[src/sac_pkg.sv]
// ----------------------------------------------------------------------------
// sac_pkg
// Shared types and codes for the signal aspect controller: configuration
// register indexes, classified operation codes and signal status codes.
// ----------------------------------------------------------------------------
package sac_pkg;

	// Configuration port
	localparam int CFG_IDX_W  = 3;
	localparam int CFG_DATA_W = 64;

	localparam logic [CFG_IDX_W-1:0] CFG_SIG_LOW    = 3'd0;
	localparam logic [CFG_IDX_W-1:0] CFG_SIG_HIGH   = 3'd1;
	localparam logic [CFG_IDX_W-1:0] CFG_NIGHT_ADDR = 3'd2;
	localparam logic [CFG_IDX_W-1:0] CFG_DAY_LEVEL  = 3'd3;
	localparam logic [CFG_IDX_W-1:0] CFG_NIGHT_LVL  = 3'd4;
	localparam logic [CFG_IDX_W-1:0] CFG_SW_DELAY   = 3'd5;

	// Geometry
	localparam int NSIG   = 4;
	localparam int ADDR_W = 16;
	localparam int LVL_W  = 8;
	localparam int QDEPTH = 2;

	// Reset values
	localparam logic [LVL_W-1:0]  DAY_LEVEL_RST   = 8'd255;
	localparam logic [LVL_W-1:0]  NIGHT_LEVEL_RST = 8'd64;
	localparam logic [LVL_W-1:0]  SW_DELAY_RST    = 8'd2;
	localparam logic [LVL_W-1:0]  COUNT_MAX       = 8'd255;
	localparam logic [ADDR_W-1:0] LAST_ADDR_RST   = 16'hFFFF;

	// Operation codes handed from front to back
	localparam logic [2:0] OP_NONE   = 3'd0;
	localparam logic [2:0] OP_TICK   = 3'd1;
	localparam logic [2:0] OP_DAY    = 3'd2;
	localparam logic [2:0] OP_NIGHT  = 3'd3;
	localparam logic [2:0] OP_SWITCH = 3'd4;

	// Signal status codes
	localparam logic [1:0] ST_A0_ACT  = 2'd0;
	localparam logic [1:0] ST_A0_PEND = 2'd1;
	localparam logic [1:0] ST_A1_ACT  = 2'd2;
	localparam logic [1:0] ST_A1_PEND = 2'd3;

	typedef struct packed {
		logic [2:0] op;
		logic [1:0] sig;
		logic       aspect;
	} sac_op_t;

endpackage

[src/sac_front.sv]
// ----------------------------------------------------------------------------
// sac_front
// Accepts input items, marks repeated commands as no-ops and matches the
// address against configured day, night and signal addresses by priority.
// ----------------------------------------------------------------------------
module sac_front (
	input  logic                               clk,
	input  logic                               arst_n,
	input  logic                               in_valid,
	input  logic                               cmd,
	input  logic [sac_pkg::ADDR_W-1:0]         address,
	input  logic                               q_full,
	output logic                               push,
	output sac_pkg::sac_op_t                   push_op,
	input  logic                               cfg_wr_en,
	input  logic [sac_pkg::CFG_IDX_W-1:0]      cfg_index,
	input  logic [sac_pkg::CFG_DATA_W-1:0]     cfg_data
);

	logic [63:0]                 sig_low_q;
	logic [63:0]                 sig_high_q;
	logic [31:0]                 night_addrs_q;
	logic [sac_pkg::ADDR_W-1:0]  last_addr_q;
	logic [127:0]                sig_words;
	logic                        is_new;

	assign push      = in_valid && !q_full;
	assign sig_words = {sig_high_q, sig_low_q};
	assign is_new    = (address != last_addr_q);

	// Hold address registers
	always_ff @(posedge clk or negedge arst_n) begin
		if (!arst_n) begin
			sig_low_q     <= '0;
			sig_high_q    <= '0;
			night_addrs_q <= '0;
		end else if (cfg_wr_en) begin
			unique case (cfg_index)
				sac_pkg::CFG_SIG_LOW:    sig_low_q     <= cfg_data;
				sac_pkg::CFG_SIG_HIGH:   sig_high_q    <= cfg_data;
				sac_pkg::CFG_NIGHT_ADDR: night_addrs_q <= cfg_data[31:0];
				default: ;
			endcase
		end
	end

	// Track the last new command
	always_ff @(posedge clk or negedge arst_n) begin
		if (!arst_n) begin
			last_addr_q <= sac_pkg::LAST_ADDR_RST;
		end else if (push && !cmd && is_new) begin
			last_addr_q <= address;
		end
	end

	// Classify the item; the first match in priority order wins
	always_comb begin
		push_op = '{op: sac_pkg::OP_NONE, sig: 2'd0, aspect: 1'b0};
		if (cmd) begin
			push_op.op = sac_pkg::OP_TICK;
		end else if (is_new) begin
			if (address == night_addrs_q[15:0]) begin
				push_op.op = sac_pkg::OP_DAY;
			end else if (address == night_addrs_q[31:16]) begin
				push_op.op = sac_pkg::OP_NIGHT;
			end else begin
				for (int k = 7; k >= 0; k--) begin
					if (address == sig_words[k*16 +: 16]) begin
						push_op.op     = sac_pkg::OP_SWITCH;
						push_op.sig    = 2'(k >> 1);
						push_op.aspect = 1'(k & 1);
					end
				end
			end
		end
	end

`ifndef ASSERT_OFF
	a_tick_class: assert property (@(posedge clk) disable iff (!arst_n)
		(push && cmd) |-> (push_op.op == sac_pkg::OP_TICK))
		else $error("tick item not classified as tick");
`endif

endmodule

[src/sac_queue.sv]
// ----------------------------------------------------------------------------
// sac_queue
// Short FIFO of classified operations between the front and the back.
// ----------------------------------------------------------------------------
module sac_queue (
	input  logic             clk,
	input  logic             arst_n,
	input  logic             push,
	input  sac_pkg::sac_op_t push_op,
	input  logic             pop,
	output sac_pkg::sac_op_t pop_op,
	output logic             full,
	output logic             empty
);

	localparam int PTR_W = $clog2(sac_pkg::QDEPTH);
	localparam int CNT_W = $clog2(sac_pkg::QDEPTH + 1);

	sac_pkg::sac_op_t   entries_q [sac_pkg::QDEPTH];
	logic [PTR_W-1:0]   wr_ptr_q;
	logic [PTR_W-1:0]   rd_ptr_q;
	logic [CNT_W-1:0]   count_q;
	logic               do_push;
	logic               do_pop;

	assign full    = (count_q == CNT_W'(sac_pkg::QDEPTH));
	assign empty   = (count_q == '0);
	assign do_push = push && !full;
	assign do_pop  = pop && !empty;
	assign pop_op  = entries_q[rd_ptr_q];

	// Store entries
	always_ff @(posedge clk) begin
		if (do_push) begin
			entries_q[wr_ptr_q] <= push_op;
		end
	end

	// Advance pointers and count
	always_ff @(posedge clk or negedge arst_n) begin
		if (!arst_n) begin
			wr_ptr_q <= '0;
			rd_ptr_q <= '0;
			count_q  <= '0;
		end else begin
			if (do_push) begin
				wr_ptr_q <= (wr_ptr_q == PTR_W'(sac_pkg::QDEPTH - 1)) ? '0 : wr_ptr_q + 1'b1;
			end
			if (do_pop) begin
				rd_ptr_q <= (rd_ptr_q == PTR_W'(sac_pkg::QDEPTH - 1)) ? '0 : rd_ptr_q + 1'b1;
			end
			if (do_push && !do_pop) begin
				count_q <= count_q + 1'b1;
			end else if (do_pop && !do_push) begin
				count_q <= count_q - 1'b1;
			end
		end
	end

`ifndef ASSERT_OFF
	a_count_bound: assert property (@(posedge clk) disable iff (!arst_n)
		count_q <= CNT_W'(sac_pkg::QDEPTH))
		else $error("queue count beyond depth");
	a_ptr_gap: assert property (@(posedge clk) disable iff (!arst_n)
		(count_q == '0) |-> (wr_ptr_q == rd_ptr_q))
		else $error("empty queue with pointer gap");
`endif

endmodule

[src/sac_back.sv]
// ----------------------------------------------------------------------------
// sac_back
// Carries out classified operations on the four signals and registers the
// lamp levels and monitor pulse for each item.
// ----------------------------------------------------------------------------
module sac_back (
	input  logic                                        clk,
	input  logic                                        arst_n,
	input  logic                                        q_empty,
	input  sac_pkg::sac_op_t                            pop_op,
	output logic                                        pop,
	output logic                                        out_valid,
	input  logic                                        out_stall,
	output logic [sac_pkg::NSIG-1:0][sac_pkg::LVL_W-1:0] red_q,
	output logic [sac_pkg::NSIG-1:0][sac_pkg::LVL_W-1:0] green_q,
	output logic                                        pulse_q,
	input  logic                                        cfg_wr_en,
	input  logic [sac_pkg::CFG_IDX_W-1:0]               cfg_index,
	input  logic [sac_pkg::CFG_DATA_W-1:0]              cfg_data
);

	localparam int NSIG  = sac_pkg::NSIG;
	localparam int LVL_W = sac_pkg::LVL_W;

	logic [LVL_W-1:0]          day_level_q;
	logic [LVL_W-1:0]          night_level_q;
	logic [LVL_W-1:0]          sw_delay_q;
	logic                      night_q;
	logic [NSIG-1:0][1:0]      status_q;
	logic [NSIG-1:0][LVL_W-1:0] lit_q;
	logic [NSIG-1:0][LVL_W-1:0] count_q;
	logic                      out_valid_q;

	logic                      night_n;
	logic [NSIG-1:0][1:0]      status_n;
	logic [NSIG-1:0][LVL_W-1:0] lit_n;
	logic [NSIG-1:0][LVL_W-1:0] count_n;
	logic                      pulse_n;
	logic [LVL_W-1:0]          level;
	logic [LVL_W-1:0]          tick_level;
	logic [1:0]                act_code;
	logic [1:0]                pend_code;

	assign pop        = !q_empty && (!out_valid_q || !out_stall);
	assign out_valid  = out_valid_q;
	assign act_code   = {pop_op.aspect, 1'b0};
	assign pend_code  = {pop_op.aspect, 1'b1};
	assign tick_level = night_q ? night_level_q : day_level_q;
	assign level      = night_n ? night_level_q : day_level_q;

	// Hold level and delay registers
	always_ff @(posedge clk or negedge arst_n) begin
		if (!arst_n) begin
			day_level_q   <= sac_pkg::DAY_LEVEL_RST;
			night_level_q <= sac_pkg::NIGHT_LEVEL_RST;
			sw_delay_q    <= sac_pkg::SW_DELAY_RST;
		end else if (cfg_wr_en) begin
			unique case (cfg_index)
				sac_pkg::CFG_DAY_LEVEL: day_level_q   <= cfg_data[LVL_W-1:0];
				sac_pkg::CFG_NIGHT_LVL: night_level_q <= cfg_data[LVL_W-1:0];
				sac_pkg::CFG_SW_DELAY:  sw_delay_q    <= cfg_data[LVL_W-1:0];
				default: ;
			endcase
		end
	end

	// Apply the operation, then light any pending signal whose delay is up
	always_comb begin
		night_n  = night_q;
		status_n = status_q;
		lit_n    = lit_q;
		count_n  = count_q;
		pulse_n  = 1'b0;
		unique case (pop_op.op)
			sac_pkg::OP_TICK: begin
				for (int i = 0; i < NSIG; i++) begin
					if (count_q[i] != sac_pkg::COUNT_MAX) begin
						count_n[i] = count_q[i] + 1'b1;
					end
					if (status_q[i] == sac_pkg::ST_A0_ACT || status_q[i] == sac_pkg::ST_A1_ACT) begin
						lit_n[i] = tick_level;
					end
				end
			end
			sac_pkg::OP_DAY: begin
				night_n = 1'b0;
				pulse_n = 1'b1;
			end
			sac_pkg::OP_NIGHT: begin
				night_n = 1'b1;
				pulse_n = 1'b1;
			end
			sac_pkg::OP_SWITCH: begin
				pulse_n = 1'b1;
				if (status_q[pop_op.sig] != act_code && status_q[pop_op.sig] != pend_code) begin
					status_n[pop_op.sig] = pend_code;
					count_n[pop_op.sig]  = '0;
				end
			end
			default: ;
		endcase
		for (int i = 0; i < NSIG; i++) begin
			if ((status_n[i] == sac_pkg::ST_A0_PEND || status_n[i] == sac_pkg::ST_A1_PEND)
					&& count_n[i] >= sw_delay_q) begin
				lit_n[i]    = level;
				status_n[i] = (status_n[i] == sac_pkg::ST_A0_PEND) ?
					sac_pkg::ST_A0_ACT : sac_pkg::ST_A1_ACT;
			end
		end
	end

	// Advance signal state on each popped operation
	always_ff @(posedge clk or negedge arst_n) begin
		if (!arst_n) begin
			night_q <= 1'b0;
			for (int i = 0; i < NSIG; i++) begin
				status_q[i] <= sac_pkg::ST_A0_ACT;
				lit_q[i]    <= sac_pkg::DAY_LEVEL_RST;
				count_q[i]  <= '0;
			end
		end else if (pop) begin
			night_q  <= night_n;
			status_q <= status_n;
			lit_q    <= lit_n;
			count_q  <= count_n;
		end
	end

	// Register the result item
	always_ff @(posedge clk or negedge arst_n) begin
		if (!arst_n) begin
			out_valid_q <= 1'b0;
		end else if (pop) begin
			out_valid_q <= 1'b1;
		end else if (!out_stall) begin
			out_valid_q <= 1'b0;
		end
	end

	always_ff @(posedge clk) begin
		if (pop) begin
			pulse_q <= pulse_n;
			for (int i = 0; i < NSIG; i++) begin
				red_q[i]   <= (status_n[i] == sac_pkg::ST_A0_ACT) ? lit_n[i] : '0;
				green_q[i] <= (status_n[i] == sac_pkg::ST_A1_ACT) ? lit_n[i] : '0;
			end
		end
	end

`ifndef ASSERT_OFF
	a_pop_shows: assert property (@(posedge clk) disable iff (!arst_n)
		pop |=> out_valid_q)
		else $error("popped operation produced no result");
	a_pulse_op: assert property (@(posedge clk) disable iff (!arst_n)
		(pop && (pop_op.op == sac_pkg::OP_TICK || pop_op.op == sac_pkg::OP_NONE)) |=> !pulse_q)
		else $error("pulse raised for tick or unmatched command");
`endif

endmodule

[src/signal_aspect_controller.sv]
// ----------------------------------------------------------------------------
// signal_aspect_controller
// Drives four two-aspect signals from decoded command addresses and
// one-second ticks, with day and night lamp levels and a switch delay.
//
//   channel  | direction | handshake           | payload
//   ---------+-----------+---------------------+-------------------------------
//   in       | input     | in_valid, in_stall  | cmd, address
//   out      | output    | out_valid, out_stall| red_1..4, green_1..4, pulse
//   cfg      | input     | cfg_wr_en           | cfg_index, cfg_data
//
// One item per cycle sustained while out_stall is low; an accepted item
// waits in the queue and its result is held in the output register (front
// classifies into a two-entry queue, back updates the signals and registers
// the result). in_stall rises only while the queue is full, which happens
// when out_stall holds the output register. Reset returns every signal to
// aspect 0 at day level and restores the register defaults.
// ----------------------------------------------------------------------------
module signal_aspect_controller (
	input  logic                               clk,
	input  logic                               arst_n,
	input  logic                               in_valid,
	output logic                               in_stall,
	input  logic                               cmd,
	input  logic [15:0]                        address,
	output logic                               out_valid,
	input  logic                               out_stall,
	output logic [7:0]                         red_1,
	output logic [7:0]                         green_1,
	output logic [7:0]                         red_2,
	output logic [7:0]                         green_2,
	output logic [7:0]                         red_3,
	output logic [7:0]                         green_3,
	output logic [7:0]                         red_4,
	output logic [7:0]                         green_4,
	output logic                               monitor_pulse,
	input  logic                               cfg_wr_en,
	input  logic [sac_pkg::CFG_IDX_W-1:0]      cfg_index,
	input  logic [sac_pkg::CFG_DATA_W-1:0]     cfg_data
);

	sac_pkg::sac_op_t push_op;
	sac_pkg::sac_op_t pop_op;
	logic             push;
	logic             pop;
	logic             q_full;
	logic             q_empty;
	logic [sac_pkg::NSIG-1:0][sac_pkg::LVL_W-1:0] red;
	logic [sac_pkg::NSIG-1:0][sac_pkg::LVL_W-1:0] green;

	assign in_stall = q_full;

	sac_front u_front (
		.clk       (clk),
		.arst_n    (arst_n),
		.in_valid  (in_valid),
		.cmd       (cmd),
		.address   (address),
		.q_full    (q_full),
		.push      (push),
		.push_op   (push_op),
		.cfg_wr_en (cfg_wr_en),
		.cfg_index (cfg_index),
		.cfg_data  (cfg_data)
	);

	sac_queue u_queue (
		.clk     (clk),
		.arst_n  (arst_n),
		.push    (push),
		.push_op (push_op),
		.pop     (pop),
		.pop_op  (pop_op),
		.full    (q_full),
		.empty   (q_empty)
	);

	sac_back u_back (
		.clk       (clk),
		.arst_n    (arst_n),
		.q_empty   (q_empty),
		.pop_op    (pop_op),
		.pop       (pop),
		.out_valid (out_valid),
		.out_stall (out_stall),
		.red_q     (red),
		.green_q   (green),
		.pulse_q   (monitor_pulse),
		.cfg_wr_en (cfg_wr_en),
		.cfg_index (cfg_index),
		.cfg_data  (cfg_data)
	);

	// Spread lamp levels onto the ports
	assign red_1   = red[0];
	assign green_1 = green[0];
	assign red_2   = red[1];
	assign green_2 = green[1];
	assign red_3   = red[2];
	assign green_3 = green[2];
	assign red_4   = red[3];
	assign green_4 = green[3];

endmodule
[config.mk]
export PLATFORM = sky130hd
export DESIGN_NAME = signal_aspect_controller
export DESIGN_NICKNAME = d
export VERILOG_FILES = /design/src/sac_pkg.sv /design/src/sac_front.sv /design/src/sac_queue.sv /design/src/sac_back.sv /design/src/signal_aspect_controller.sv
export SDC_FILE = /design/constraint.sdc
export NUM_CORES = 1
export LEC_CHECK = 0
export BUFFER_PORTS_ARGS = -buffer_cell sky130_fd_sc_hd__buf_2
export CORE_MARGIN = 2
export CORE_UTILIZATION = 60
export CTS_CLUSTER_DIAMETER = 200
export CTS_CLUSTER_SIZE = 14
export DETAILED_ROUTE_END_ITERATION = 12
export GPL_ROUTABILITY_DRIVEN = 0
export PLACE_DENSITY_LB_ADDON = 0.1
export SYNTH_ARGS = -nofsm -noshare
export SYNTH_HDL_FRONTEND = slang
export SYNTH_SLANG_ARGS = --single-unit
[constraint.sdc]
create_clock -name clk -period 4.5 [get_ports clk]
set_input_delay 0.9 -clock clk [delete_from_list [all_inputs] [get_ports clk]]
set_output_delay 0.9 -clock clk [all_outputs]
set_load 0.02 [all_outputs]
# == Word-level counts from Yosys, hierarchy flattened ==
# Memories as Yosys holds them, arrays and structs flattened.
# Cells that the tools add are included.
# word_totals
regBits,343
ram_bits,12
elab_cells,201
n_memories,1
# classes
add_sub_neg,8
magnitude_cmp,6
eq_ne,44
n_mux,59
n_bitwise,2
n_reduce_logical,48
# memory_table
memory,words,word_bits,rd,rd_ports_with_merged_regs,write_ports,line_no,text
u_queue.entries_q,2,6,1,0,1,sac_queue.sv:19,sac_pkg::sac_op_t entries_q [sac_pkg::QDEPTH];
# op_table
operator,n
$eq 16x16->1,10
$mux 8,17
$mux 32,2
$pmux 32 s2,1
$mux 6,9
$add 8x1->8 const B,4
$and 32x32->32,1
$ge 8x8->1,4
$ne 8x8->1 const B,4
$not 32->32,1
$eq 2x2->1 const B,13
$mux 2,12
$logic_not 2->1,9
$mux 3,6
$demux 8 s2,1
$ne 16x16->1,1
$logic_and 1x1->1,14
$eq 3x2->1 const B,4
$reduce_and 2->1,6
$eq 3x3->1 const B,3
$logic_or 1x1->1,9
$bwmux 8,1
$eq 2x1->1 const B,4
$logic_not 1->1,7
15 further kinds,24

# == Longest topological paths before layout ==
# Gate-level depths: netlist (run 1).
# depth
word_depth,13
mapped_depth,17
mapped_depth_nobuf,14

# == Hierarchy ==
# Synthesis (run 1) repeated with hierarchy kept, for this count alone.
# unflattened
hier_cells,1667
hier_area_um2,18794.3
# modules_own_cells
mod,n_inst,cells_each,area_each_um2,seq_area_each_um2
sac_back,1,983,9436.6,4456.8
sac_front,1,646,8725.9,4424.2
sac_queue,1,38,631.9,460.4

# == Worst setup path before layout (run 1) ==
# Ideal clock, no wire load.
# synth_timing
path_kind,input to register
startpoint,in out_stall
endpoint,reg u_back.green_q[0] (netlist name) (enable)
setup_ns,0.455
arrival_time_ns,3.605
required_ns,4.045
setup_slack_ns,0.440
stages,5
n_path_buf,2
cell_sequence,nand2_1 -> o21ai_0 -> inv_1 -> clkbuf_1 -> clkbuf_1
# synth_via
elab_chain_cells,3
# synth_rtl
element,line_no,text
from (decl),signal_aspect_controller.sv:27,"input logic out_stall,"
$logic_not 1->1,sac_back.sv:44,assign pop = !q_empty && (!out_valid_q || !out_stall);
$logic_or 1x1->1,sac_back.sv:44,
$logic_and 1x1->1,sac_back.sv:44,
named net pop,signal_aspect_controller.sv:45,logic pop;
"to (signal, indexed assignment)",sac_back.sv:145,green_q[i] <= (status_n[i] == sac_pkg::ST_A1_ACT) ? lit_n[i] : '0;
to (decl),sac_back.sv:15,"output logic [sac_pkg::NSIG-1:0][sac_pkg::LVL_W-1:0] green_q,"
# The timed path passes the listed nets, and every way through them passes these cells.
# A chain may end at the register's enable or synchronous reset.

# == Worst setup path after layout (run 1) ==
# layout_timing
startpoint,reg u_queue.rd_ptr_q
endpoint,"reg u_back.green_q[31] (netlist name), data pin"
# layout_via
elab_chain_cells,13
elab_cells_between_ends,36
classes_between,order compare: 3; eq/ne: 9; mux: 17; bitwise: 2; reduce/logical: 4; memory: 1
# layout_rtl
element,line_no,text
from (decl),sac_queue.sv:21,logic [PTR_W-1:0] rd_ptr_q;
from (signal assigned),sac_queue.sv:50,rd_ptr_q <= (rd_ptr_q == PTR_W'(sac_pkg::QDEPTH - 1)) ? '0 : rd_ptr_q + 1'b1;
$mem_v2 2x6 *,--,
$lt 2x3->1 (not written as such) / $ge 2x1->1 (equally long branches),"sac_back.sv:96, sac_back.sv:97",
$logic_and 1x1->1 (not written as such),"sac_back.sv:96, sac_back.sv:97",
$mux 8 (not written as such) / $mux 2 (equally long branches),"sac_back.sv:97, sac_back.sv:96",
$demux 8 s2 / $demux 2 s2 (equally long branches),--,
$not 32->32 (no line) / $bwmux 8 (equally long branches),--,
$and 32x32->32 (no line) / $mux 8 (equally long branches),--,
$mux 32 / $mux 8 (equally long branches),"sac_back.sv:95, sac_back.sv:74",
"$pmux 32 s2, or another cell as far along",sac_back.sv:74,unique case (pop_op.op)
$ge 8x8->1 / $logic_or 1x1->1 (equally long branches),"sac_back.sv:104, sac_back.sv:103",
$logic_and 1x1->1,sac_back.sv:104,&& count_n[i] >= sw_delay_q) begin
$mux 2,sac_back.sv:103,if ((status_n[i] == sac_pkg::ST_A0_PEND || status_n[i] == sac_pkg::ST_A1_PEND)
$eq 2x2->1,sac_back.sv:145,
# Every way passes the cells marked *; elsewhere a longest branch is shown, timed or not. The select of a mux whose other input is x is not followed.

==> results of run 1 <==
per-layer routing:
layer	routed length, um	global-route usage	vias to the layer above
met5	13	0	-
met2	22900	0.486	417
met4	1610	0.102	2
met3	2330	0.0388	104
met1	19000	0.361	6634
li1	-	-	6176
cells by family after synthesis:
family                     Yosys count  synth area share
and+or+nand+nor                    346            0.0988
AOI/OAI and AO/OA                  317             0.112
DFF                                355             0.502
buffers and inverters              112            0.0273
adders and majority gates           37            0.0249
xor gates and xnor gates           191            0.0898
muxes                              243             0.146
sequential cells by signal, summed over array words and instances, names as in the netlist, 2 cells and up:
name and cells:
u_back.night_level_q 8, u_back.red_q 32, u_back.day_level_q 8, u_front.last_addr_q 16, u_back.lit_q 32, u_front.sig_low_q 64
u_back.sw_delay_q 8, u_back.status_q 8, u_back.count_q 32, u_front.sig_high_q 64, u_back.green_q 32, u_queue.entries_q 12
u_queue.count_q 2, u_front.night_addrs_q 32
Yosys cell counts (37+ instances only):
cell / instances
ha_1: 37
clkbuf_1: 39
nand4_1: 38
xnor2_1: 103
nor2_1: 53
a21oi_1: 96
mux2_2: 213
nand2_1: 83
o21ai_0: 53
nand3_1: 46
dfrtp_1: 220
dfstp_2: 58
edfxtp_1: 77
xor2_1: 88
report_power, final:
part	switching (mW)	internal, mW
clock	1.15	1.21
combinational	2.75	1.76
sequential	0.621	4.59
timing repair:
item                       4_1_cts  5_1_grt
resized for setup                0        3
setup endpoints to repair        0       16
buffers inserted                 0        0
cell type report:
class | count | area [um^2] | area share
tap | 396 | 495 | 0.0240
inverter | 25 | 96.3 | 0.00466
clock inverter | 2 | 20.0 | 0.000969
clock buffer | 51 | 808 | 0.0391
multi-input combinational | 1134 | 8830 | 0.427
timing repair buffer | 190 | 1070 | 0.0519
sequential | 355 | 9340 | 0.452
how the worst max path moves through the flow:
| stage | start | to | slack, ns | cells after the start |
|---|---|---|---|---|
| final | u_queue.rd_ptr_q | u_back.green_q[31] | 0.48 | 14 |
| after global routing | u_queue.rd_ptr_q | u_back.green_q[20] | 0.11 | 13 |
| after CTS | u_queue.rd_ptr_q | u_back.green_q[20] | 0.31 | 13 |
| after detailed placement | u_queue.rd_ptr_q | u_back.green_q[20] | 0.32 | 13 |
| after global placement | u_queue.rd_ptr_q | u_back.green_q[30] | 0.47 | 14 |
| after floorplan | out_stall | u_back.green_q[0] | 0.44 | 5 |
==> impl_metrics.py, run 1 <==
metrics = {
    "power_and_ir_drop": {
        "power_density_mw_per_mm2": 585,
        "total_power_mw": 12.1,
        "leakagePower_nw": 8.51,
        "vdd_drop_max_mv": 0.422,
    },
    "logic_synthesis": {
        "syn_area_mm2": 0.0186,
        "synthCells": 1601,
        "yosys_warnings": 0,
        "ys_top_cells_by_area": "dfrtp_1 (30%), mux2_2 (13%), edfxtp_1 (12%), dfstp_2 (8.2%), xnor2_1 (4.8%)",
        "synth.largest_area_cell": "dfrtp_1",
        "yosys_register_bits": 355,
        "ys_types": 74,
        "syn_avg_cell_area_um2": 11.6,
        "yosys_most_used_dff": "dfrtp_1",
        "synth_seq_area_share": 0.502,
        "synth_edf_count": 77,
        "netlist.area_leader.share": 0.296,
        "syn-num-nets": 1727,
        "ys_async_sr_fraction": 0.783,
    },
    "drt": {
        "wl_per_cell_um": 21.3,
        "avgViaCountPerCell": 6.19,
        "wirelength_mm": 45.8,
        "drc": 0,
        "drt_pass1_iterations": 5,
        "vias": 13300,
        "drt_iter0_drc": 1023,
        "antenna_left": 0,
    },
    "sta": {
        "setup_viol": 0,
        "finClkSkew_ns": 0.0166,
        "worst_pin_slew_ns": 1.09,
        "tns_ns": 0,
        "holdWs_ns": 0.327,
        "slew_viol_final": 0,
        "rsz0062_at_grt": "false",
        "final.setup.worst_slack_ns": 0.477,
        "fmax_mhz": 249,
        "hold_viol_final": 0,
        "min_period_ns": 4.02,
        "relSlewSlack": 0.272,
        "min_period_over_period": 0.894,
    },
    "placement": {
        "dp_hpwl_mm": 31.8,
        "portBuffers": 155,
        "place_area_mm2": 0.0198,
        "place_worst_setup_slack_ns": 0.321,
        "dpl.cell_count": 2100,
    },
    "clocking": {
        "hold_buffers": 0,
        "clk_pin_slew_ns": 0.07,
        "cts-buffers-inserted": 29,
        "clock_sinks": 355,
        "insertion_delay_ns": 0.57,
        "h-tree-depth": 1,
        "tritoncts": "done",
        "cts_root_buf": "clkbuf_16",
        "clock_path_buffers": 3,
    },
    "setup_path": {
        "reg2reg_from": "u_queue.rd_ptr_q",
        "startpoint_type": "flop",
        "rr_worst_depth": 14,
        "r2r_end": "u_back.green_q[31]",
        "crit_required_ns": 4.81,
        "cp_num_buf_inv": 2,
        "critPathKind": "flop to flop",
        "cp-end-kind": "flop",
        "worstPathArrival_ns": 4.33,
        "regToRegSetupSlack_ns": 0.48,
        "crit_chain": "buf_4 > or4bb_1 > a21oi_2 > and3_4 > nor2_1 > a21oi_1 > ha_1 > nand2b_1 > a21o_1 > a211o_1 > a221oi_2 > buf_4 > a21o_1 > a21oi_1",
        "slowest_stage": "dfrtp_2",
        "cp_max_fo": 17,
        "cp_top_family": "compound AO/OA/AOI/OAI gates",
        "max_stage_delay_ns": 0.50,
    },
    "floorplan": {
        "core_mm2": 0.0306,
        "dieHeight_um": 180,
        "dieArea_mm2": 0.0325,
        "die_w_um": 180,
        "initial_utilization": 0.609,
        "fp-row-count": 64,
        "pin_count": 156,
    },
    "outcome": {
        "outcome": "finished clean",
    },
    "worst_hold_path": {
        "hold_class": "input port to async pin",
    },
    "cells_and_area": {
        "final_nets": 1861,
        "final_area_mm2": 0.0207,
        "drive_above_1_share": 0.298,
        "final_common_cell": "dfrtp_1",
        "layout_common_cells": "dfrtp_1 (219), mux2_2 (213), buf_2 (154)",
        "final_util": 0.676,
        "n_fill_cell": 2372,
        "diodes": 0,
        "final-instance-count-excl-fill": 2153,
        "synthToLayoutAreaGrowth_pct": 11.0,
    },
    "global_route": {
        "grt_max_degree": 103,
        "grt-ovfl-total": 0,
        "grtUsageTotal": 0.281,
        "grt_pass1_vias": 13400,
        "grt_pass1_wl_mm": 73.3,
        "antenna_found_initial": 1,
    },
    "run": {
        "maxCapViolCount": 0,
    },
}
Note: power is estimated with default switching activity, not from simulation.
==> run 2, diff against run 1 <==
--- a/config.mk
+++ b/config.mk
@@ -8,6 +8,7 @@
 export BUFFER_PORTS_ARGS = -buffer_cell sky130_fd_sc_hd__buf_2
 export CORE_MARGIN = 2
 export CORE_UTILIZATION = 60
+export CTS_BUF_LIST = sky130_fd_sc_hd__clkbuf_8
 export CTS_CLUSTER_DIAMETER = 200
 export CTS_CLUSTER_SIZE = 14
 export DETAILED_ROUTE_END_ITERATION = 12
==> run 2 against run 1 <==
  * Via count shrank 0.65%
  * Clock skew rose by 0.0044 ns
  * Register-to-register slack barely moved
  * Total power fell by 5.8%
  * Cell count is the same
  * Critical path depth fell by 1
  * Design area shrank 1.6%
  * Non-clock buffer count is the same
==> impl_metrics.py, run 2 (synthesized netlist as in run 1, its figures left out) <==
metrics = {
    "power_and_ir_drop": {
        "total_power_mw": 11.4,
        "power_frac_seq": 0.457,
        "clockPowerShare": 0.147,
        "leakagePower_nw": 8.45,
        "vdd_drop_max_mv": 0.313,
        "p_comb_frac": 0.396,
        "power_density_mw_per_mm2": 560,
        "p_int_mw": 6.96,
        "switchingPower_mw": 4.44,
        "netSwitchingFraction": 0.389,
    },
    "sta": {
        "fmax_mhz": 249,
        "relSlewSlack": 0.288,
        "rsz0062_at_grt": "false",
        "slew_viol_final": 0,
        "min_period_over_period": 0.892,
        "tns_ns": 0,
        "min_period_ns": 4.02,
        "setup_viol": 0,
        "hold_viol_final": 0,
        "worst_pin_slew_ns": 1.07,
        "finClkSkew_ns": 0.0210,
        "holdWs_ns": 0.277,
    },
    "floorplan": {
        "dieHeight_um": 180,
        "die_w_um": 180,
        "core_mm2": 0.0306,
        "fp-row-count": 64,
        "initial_utilization": 0.609,
        "pin_count": 156,
        "dieArea_mm2": 0.0325,
    },
    "global_route": {
        "antenna_found_initial": 1,
        "grtUsageTotal": 0.279,
        "grt_max_degree": 103,
        "grt_pass1_wl_mm": 72.9,
        "grt_pass1_vias": 13300,
        "grt-ovfl-total": 0,
    },
    "placement": {
        "dp_hpwl_mm": 31.8,
        "portBuffers": 155,
    },
    "clocking": {
        "tritoncts": "done",
        "hold_buffers": 0,
        "clk_pin_slew_ns": 0.10,
        "insertion_delay_ns": 0.62,
        "cts-buffers-inserted": 29,
        "clock_path_buffers": 3,
        "h-tree-depth": 1,
        "clock_sinks": 355,
        "cts_setup_buffers": 0,
        "cts_root_buf": "clkbuf_8",
    },
    "drt": {
        "vias": 13200,
        "drc": 0,
        "drt_iter0_drc": 1008,
        "wirelength_mm": 45.6,
        "antenna_left": 0,
        "avgViaCountPerCell": 6.15,
        "wl_per_cell_um": 21.2,
        "drt_pass1_iterations": 5,
    },
    "cells_and_area": {
        "diodes": 0,
        "layout_common_cells": "dfrtp_1 (219), mux2_2 (213), buf_2 (154)",
        "final_util": 0.665,
        "final_common_cell": "dfrtp_1",
        "n_fill_cell": 2431,
        "drive_above_1_share": 0.298,
        "final_nets": 1861,
        "synthToLayoutAreaGrowth_pct": 9.20,
        "reg_top3": "u_front.sig_high_q x64, u_front.sig_low_q x64",
    },
    "worst_hold_path": {
        "hold_class": "input port to async pin",
    },
    "outcome": {
        "outcome": "finished clean",
    },
    "setup_path": {
        "critPathKind": "flop to flop",
        "startpoint_type": "flop",
        "cp_max_fo": 14,
        "cp-end-kind": "flop",
        "worstPathArrival_ns": 4.45,
        "crit_required_ns": 4.93,
    },
    "run": {
        "maxCapViolCount": 0,
    },
}
==> run 2: what timing repair did <==
| action | 4_1_cts | 5_1_grt |
|---|---|---|
| resized for setup | 0 | 3 |
| endpoints found under the setup margin | 0 | 14 |
| endpoints found under the hold margin | 0 | 0 |
==> run 2: per-stage QoR <==
stage | cell area (um^2) | cells | setup WS [ns]
after floorplan | 18600 | 1601 | 0.440
after global placement | 19800 | 2100 | 0.472
after detailed placement | 19800 | 2100 | 0.321
after CTS | 20300 | 2153 | 0.293
after global routing | 20300 | 2153 | 0.0946
final | 20300 | 2153 | 0.484
==> run 2: power by group through the flow <==
stage               clock (mW)  sequential [mW]  combinational (mW)
floorplan                    0             5.48                2.91
global placement             0             5.21                4.37
detailed placement           0             5.26                4.48
CTS                       1.72             5.20                4.49
global route              1.83             5.34                4.91
finish                    1.67             5.21                4.51
==> run 2: path summary, 6_finish.rpt <==
check	slack (ns)	end	start	depth (start not counted)
worst max-delay path	0.48	u_back.green_q[20]	u_queue.rd_ptr_q	13
worst min-delay path	0.28	u_back.count_q[5]	arst_n	1
worst max register to register	0.48	u_back.green_q[20]	u_queue.rd_ptr_q	13
worst min register to register	0.50	u_queue.wr_ptr_q	u_queue.wr_ptr_q	1
max in group asynchronous	3.17	u_front.sig_high_q[4]	arst_n	2
min in group clk	0.50	u_queue.wr_ptr_q	u_queue.wr_ptr_q	1
==> run 2: layout make-up <==
type,count,area (um^2),share of cell area
tap,396,495,0.0244
clock buffer,29,399,0.0196
multi-input combinational,1134,8830,0.434
timing repair buffer,190,1070,0.0528
clock inverter,24,101,0.00498
inverter,25,96.3,0.00474
sequential,355,9340,0.459
==> run 2: worst max-delay path: stages, from the launching register on <==
cell and delay [ns]:
dfrtp_2 0.51, or4b_4 0.59, and2_4 0.24, a31oi_4 0.30
nand4_2 0.19, xnor2_1 0.19, nor2_1 0.06, ha_1 0.28
and4_1 0.17, o21ai_0 0.08, o211ai_1 0.29, and2_1 0.27
nand3_1 0.30, a22oi_1 0.35
==> run 2: per-layer routing <==
layer	track usage	part of all wire	wire length, um	vias to the layer above
met3	0.0388	0.053	2440	98
met2	0.484	0.50	22800	408
met5	0	0.00029	13	-
met4	0.0974	0.031	1430	2
li1	-	-	-	6162
met1	0.360	0.41	18900	6576
==> run 3, diff against run 2 <==
--- a/config.mk
+++ b/config.mk
@@ -7,13 +7,14 @@
 export LEC_CHECK = 0
 export BUFFER_PORTS_ARGS = -buffer_cell sky130_fd_sc_hd__buf_2
 export CORE_MARGIN = 2
-export CORE_UTILIZATION = 60
+export CORE_UTILIZATION = 56
 export CTS_BUF_LIST = sky130_fd_sc_hd__clkbuf_8
 export CTS_CLUSTER_DIAMETER = 200
 export CTS_CLUSTER_SIZE = 14
 export DETAILED_ROUTE_END_ITERATION = 12
 export GPL_ROUTABILITY_DRIVEN = 0
 export PLACE_DENSITY_LB_ADDON = 0.1
+export REMOVE_ABC_BUFFERS = 1
 export SYNTH_ARGS = -nofsm -noshare
 export SYNTH_HDL_FRONTEND = slang
 export SYNTH_SLANG_ARGS = --single-unit
==> constraint.sdc (replaced) <==
create_clock -name clk -period 3.3 [get_ports clk]
set_input_delay 0.66 -clock clk [delete_from_list [all_inputs] [get_ports clk]]
set_output_delay 0.66 -clock clk [all_outputs]
set_load 0.02 [all_outputs]
==> run 3 against run 2 <==
  * Core utilization rose by 2.5 points
  * Via count rose by 6.2%
  * Wire length rose by 9.9%
  * The run now ends with hold timing, setup timing left
  * Design area rose by 11%
  * Critical path type unchanged
==> impl_metrics.py, run 3 (synthesized netlist as in run 1, its figures left out) <==
metrics = {
    "floorplan": {
        "initial_utilization": 0.571,
        "core_mm2": 0.0326,
        "dieHeight_um": 186,
        "fp-row-count": 66,
        "dieArea_mm2": 0.0347,
        "pin_count": 156,
        "die_w_um": 186,
    },
    "power_and_ir_drop": {
        "clockPowerShare": 0.136,
        "netSwitchingFraction": 0.396,
        "total_power_mw": 17.2,
        "switchingPower_mw": 6.80,
        "power_density_mw_per_mm2": 763,
        "p_int_mw": 10.4,
        "vdd_drop_max_mv": 0.434,
        "leakagePower_nw": 9.34,
        "power_frac_seq": 0.413,
        "p_comb_frac": 0.450,
    },
    "cells_and_area": {
        "regArea_mm2": 0.00934,
        "final-instance-count-excl-fill": 2343,
        "final_nets": 1998,
        "final_area_mm2": 0.0225,
        "layout_common_cells": "dfrtp_1 (220), mux2_2 (212), buf_2 (154)",
        "final_common_cell": "dfrtp_1",
        "drive_above_1_share": 0.407,
        "synthToLayoutAreaGrowth_pct": 20.8,
        "multi_input_area_mm2": 0.00966,
        "reg_top3": "u_front.sig_high_q x64, u_front.sig_low_q x64",
        "n_fill_cell": 2421,
    },
    "clocking": {
        "h-tree-depth": 1,
        "clock_sinks": 355,
        "cts-buffers-inserted": 29,
        "tritoncts": "done",
        "clock_path_buffers": 3,
        "insertion_delay_ns": 0.64,
        "cts_root_buf": "clkbuf_8",
        "clk_pin_slew_ns": 0.12,
    },
    "sta": {
        "relSlewSlack": 0.373,
        "rsz0062_at_grt": "true",
        "fmax_mhz": 274,
        "worst_pin_slew_ns": 0.914,
        "final.setup.worst_slack_ns": -0.349,
        "hold_viol_final": 1,
        "holdWs_ns": -0.00841,
        "min_period_ns": 3.65,
        "tns_ns": -18.74,
        "setup_viol": 96,
        "finClkSkew_ns": 0.0228,
        "min_period_over_period": 1.11,
        "slew_viol_final": 0,
    },
    "setup_path": {
        "startpoint_type": "flop",
        "cp-end-kind": "flop",
        "crit_required_ns": 3.67,
        "worstPathArrival_ns": 4.02,
        "critPathKind": "flop to flop",
        "cp_max_fo": 8,
    },
    "placement": {
        "place_area_mm2": 0.0208,
        "portBuffers": 155,
        "dpl.cell_count": 2256,
        "dp_hpwl_mm": 34.0,
    },
    "global_route": {
        "grt_pass1_wl_mm": 78.9,
        "antenna_found_initial": 8,
        "grtUsageTotal": 0.285,
        "grt-ovfl-total": 0,
        "grt_pass1_vias": 14400,
        "grt_max_degree": 88,
    },
    "drt": {
        "antenna_left": 0,
        "avgViaCountPerCell": 6.00,
        "drt_pass1_iterations": 8,
        "vias": 14100,
        "drc": 0,
        "wl_per_cell_um": 21.4,
        "drt_iter0_drc": 985,
        "wirelength_mm": 50.1,
    },
    "run": {
        "maxCapViolCount": 0,
    },
    "outcome": {
        "violations": "hold timing, setup timing",
        "outcome": "finished with violations",
    },
    "worst_hold_path": {
        "hold_class": "input port to async pin",
    },
}
[run 3: cell types whose count changed in the layout (fill, tap and decap cells not counted), moves of 13 or more]
cell	before	now
a21oi_2	2	24
o221ai_1	16	0
a21oi_1	96	74
o31ai_4	1	14
buf_4	33	143
o31ai_1	27	10
o21ai_0	52	37
a2bb2oi_2	0	15
buf_6	0	15
a2bb2oi_1	16	1
[run 3: per-layer routing]
layer / GRT usage / part of all wire
met1: 0.372 / 0.42
met2: 0.487 / 0.49
met3: 0.0466 / 0.057
met4: 0.0954 / 0.032
met5: 0 / 0.00072
[run 3: worst paths after layout]
kind | from | to | slack, ns | depth (start not counted)
min | arst_n | u_back.count_q[19] | -0.008 | 1
max | u_queue.rd_ptr_q | u_back.green_q[20] | -0.35 | 14
min in group clk | cfg_data[42] | u_front.sig_high_q[42] | 0.27 | 2
min reg2reg | u_queue.wr_ptr_q | u_queue.wr_ptr_q | 0.49 | 1
max reg2reg | u_queue.rd_ptr_q | u_back.green_q[20] | -0.35 | 14
max in group asynchronous | arst_n | u_back.lit_q[1] | 2.37 | 2
[run 3: power groups by stage]
| stage | combinational (mW) | clock (mW) | sequential (mW) |
|---|---|---|---|
| floorplan | 3.74 | 0 | 7.52 |
| global placement | 6.48 | 0 | 7.03 |
| detailed placement | 6.65 | 0 | 7.10 |
| CTS | 7.40 | 2.38 | 7.07 |
| global route | 8.32 | 2.55 | 7.25 |
| finish | 7.73 | 2.34 | 7.10 |
[run 3: cell type report]
class,count,area share
Multi-Input combinational cell,1134,0.430
Sequential cell,355,0.415
Clock inverter,25,0.00484
Tap cell,442,0.0246
Clock buffer,29,0.0177
Antenna cell,6,0.000668
Timing Repair Buffer,327,0.103
Inverter,25,0.00428
[run 3: stage by stage]
step	utilization	worst slack, ns
2_1_floorplan	-	-5.02
3_3_place_gp	0.638	-0.327
3_5_place_dp	0.638	-0.467
4_1_cts	0.681	-0.329
5_1_grt	0.689	-0.567
6_report	0.690	-0.349
[run 3: critical path, stage by stage (launching register included)]
cell,delay (ns)
dfrtp_1,0.43
or4b_4,0.58
and2_4,0.18
a31oi_4,0.26
nand2_1,0.10
mux2i_1,0.20
ha_1,0.28
a211o_1,0.32
o211ai_1,0.09
o211ai_1,0.12
buf_4,0.17
and2_4,0.16
o211ai_1,0.19
buf_4,0.21
a22oi_1,0.10
[run 3: repair_timing]
| action | CTS | global route |
|---|---|---|
| pin swaps | 58 | 20 |
| cloned | 2 | 0 |
| setup buffers | 22 | 3 |
| hold buffers | 0 | 0 |
| resized for setup | 132 | 48 |
| endpoints found under the setup margin | 98 | 100 |
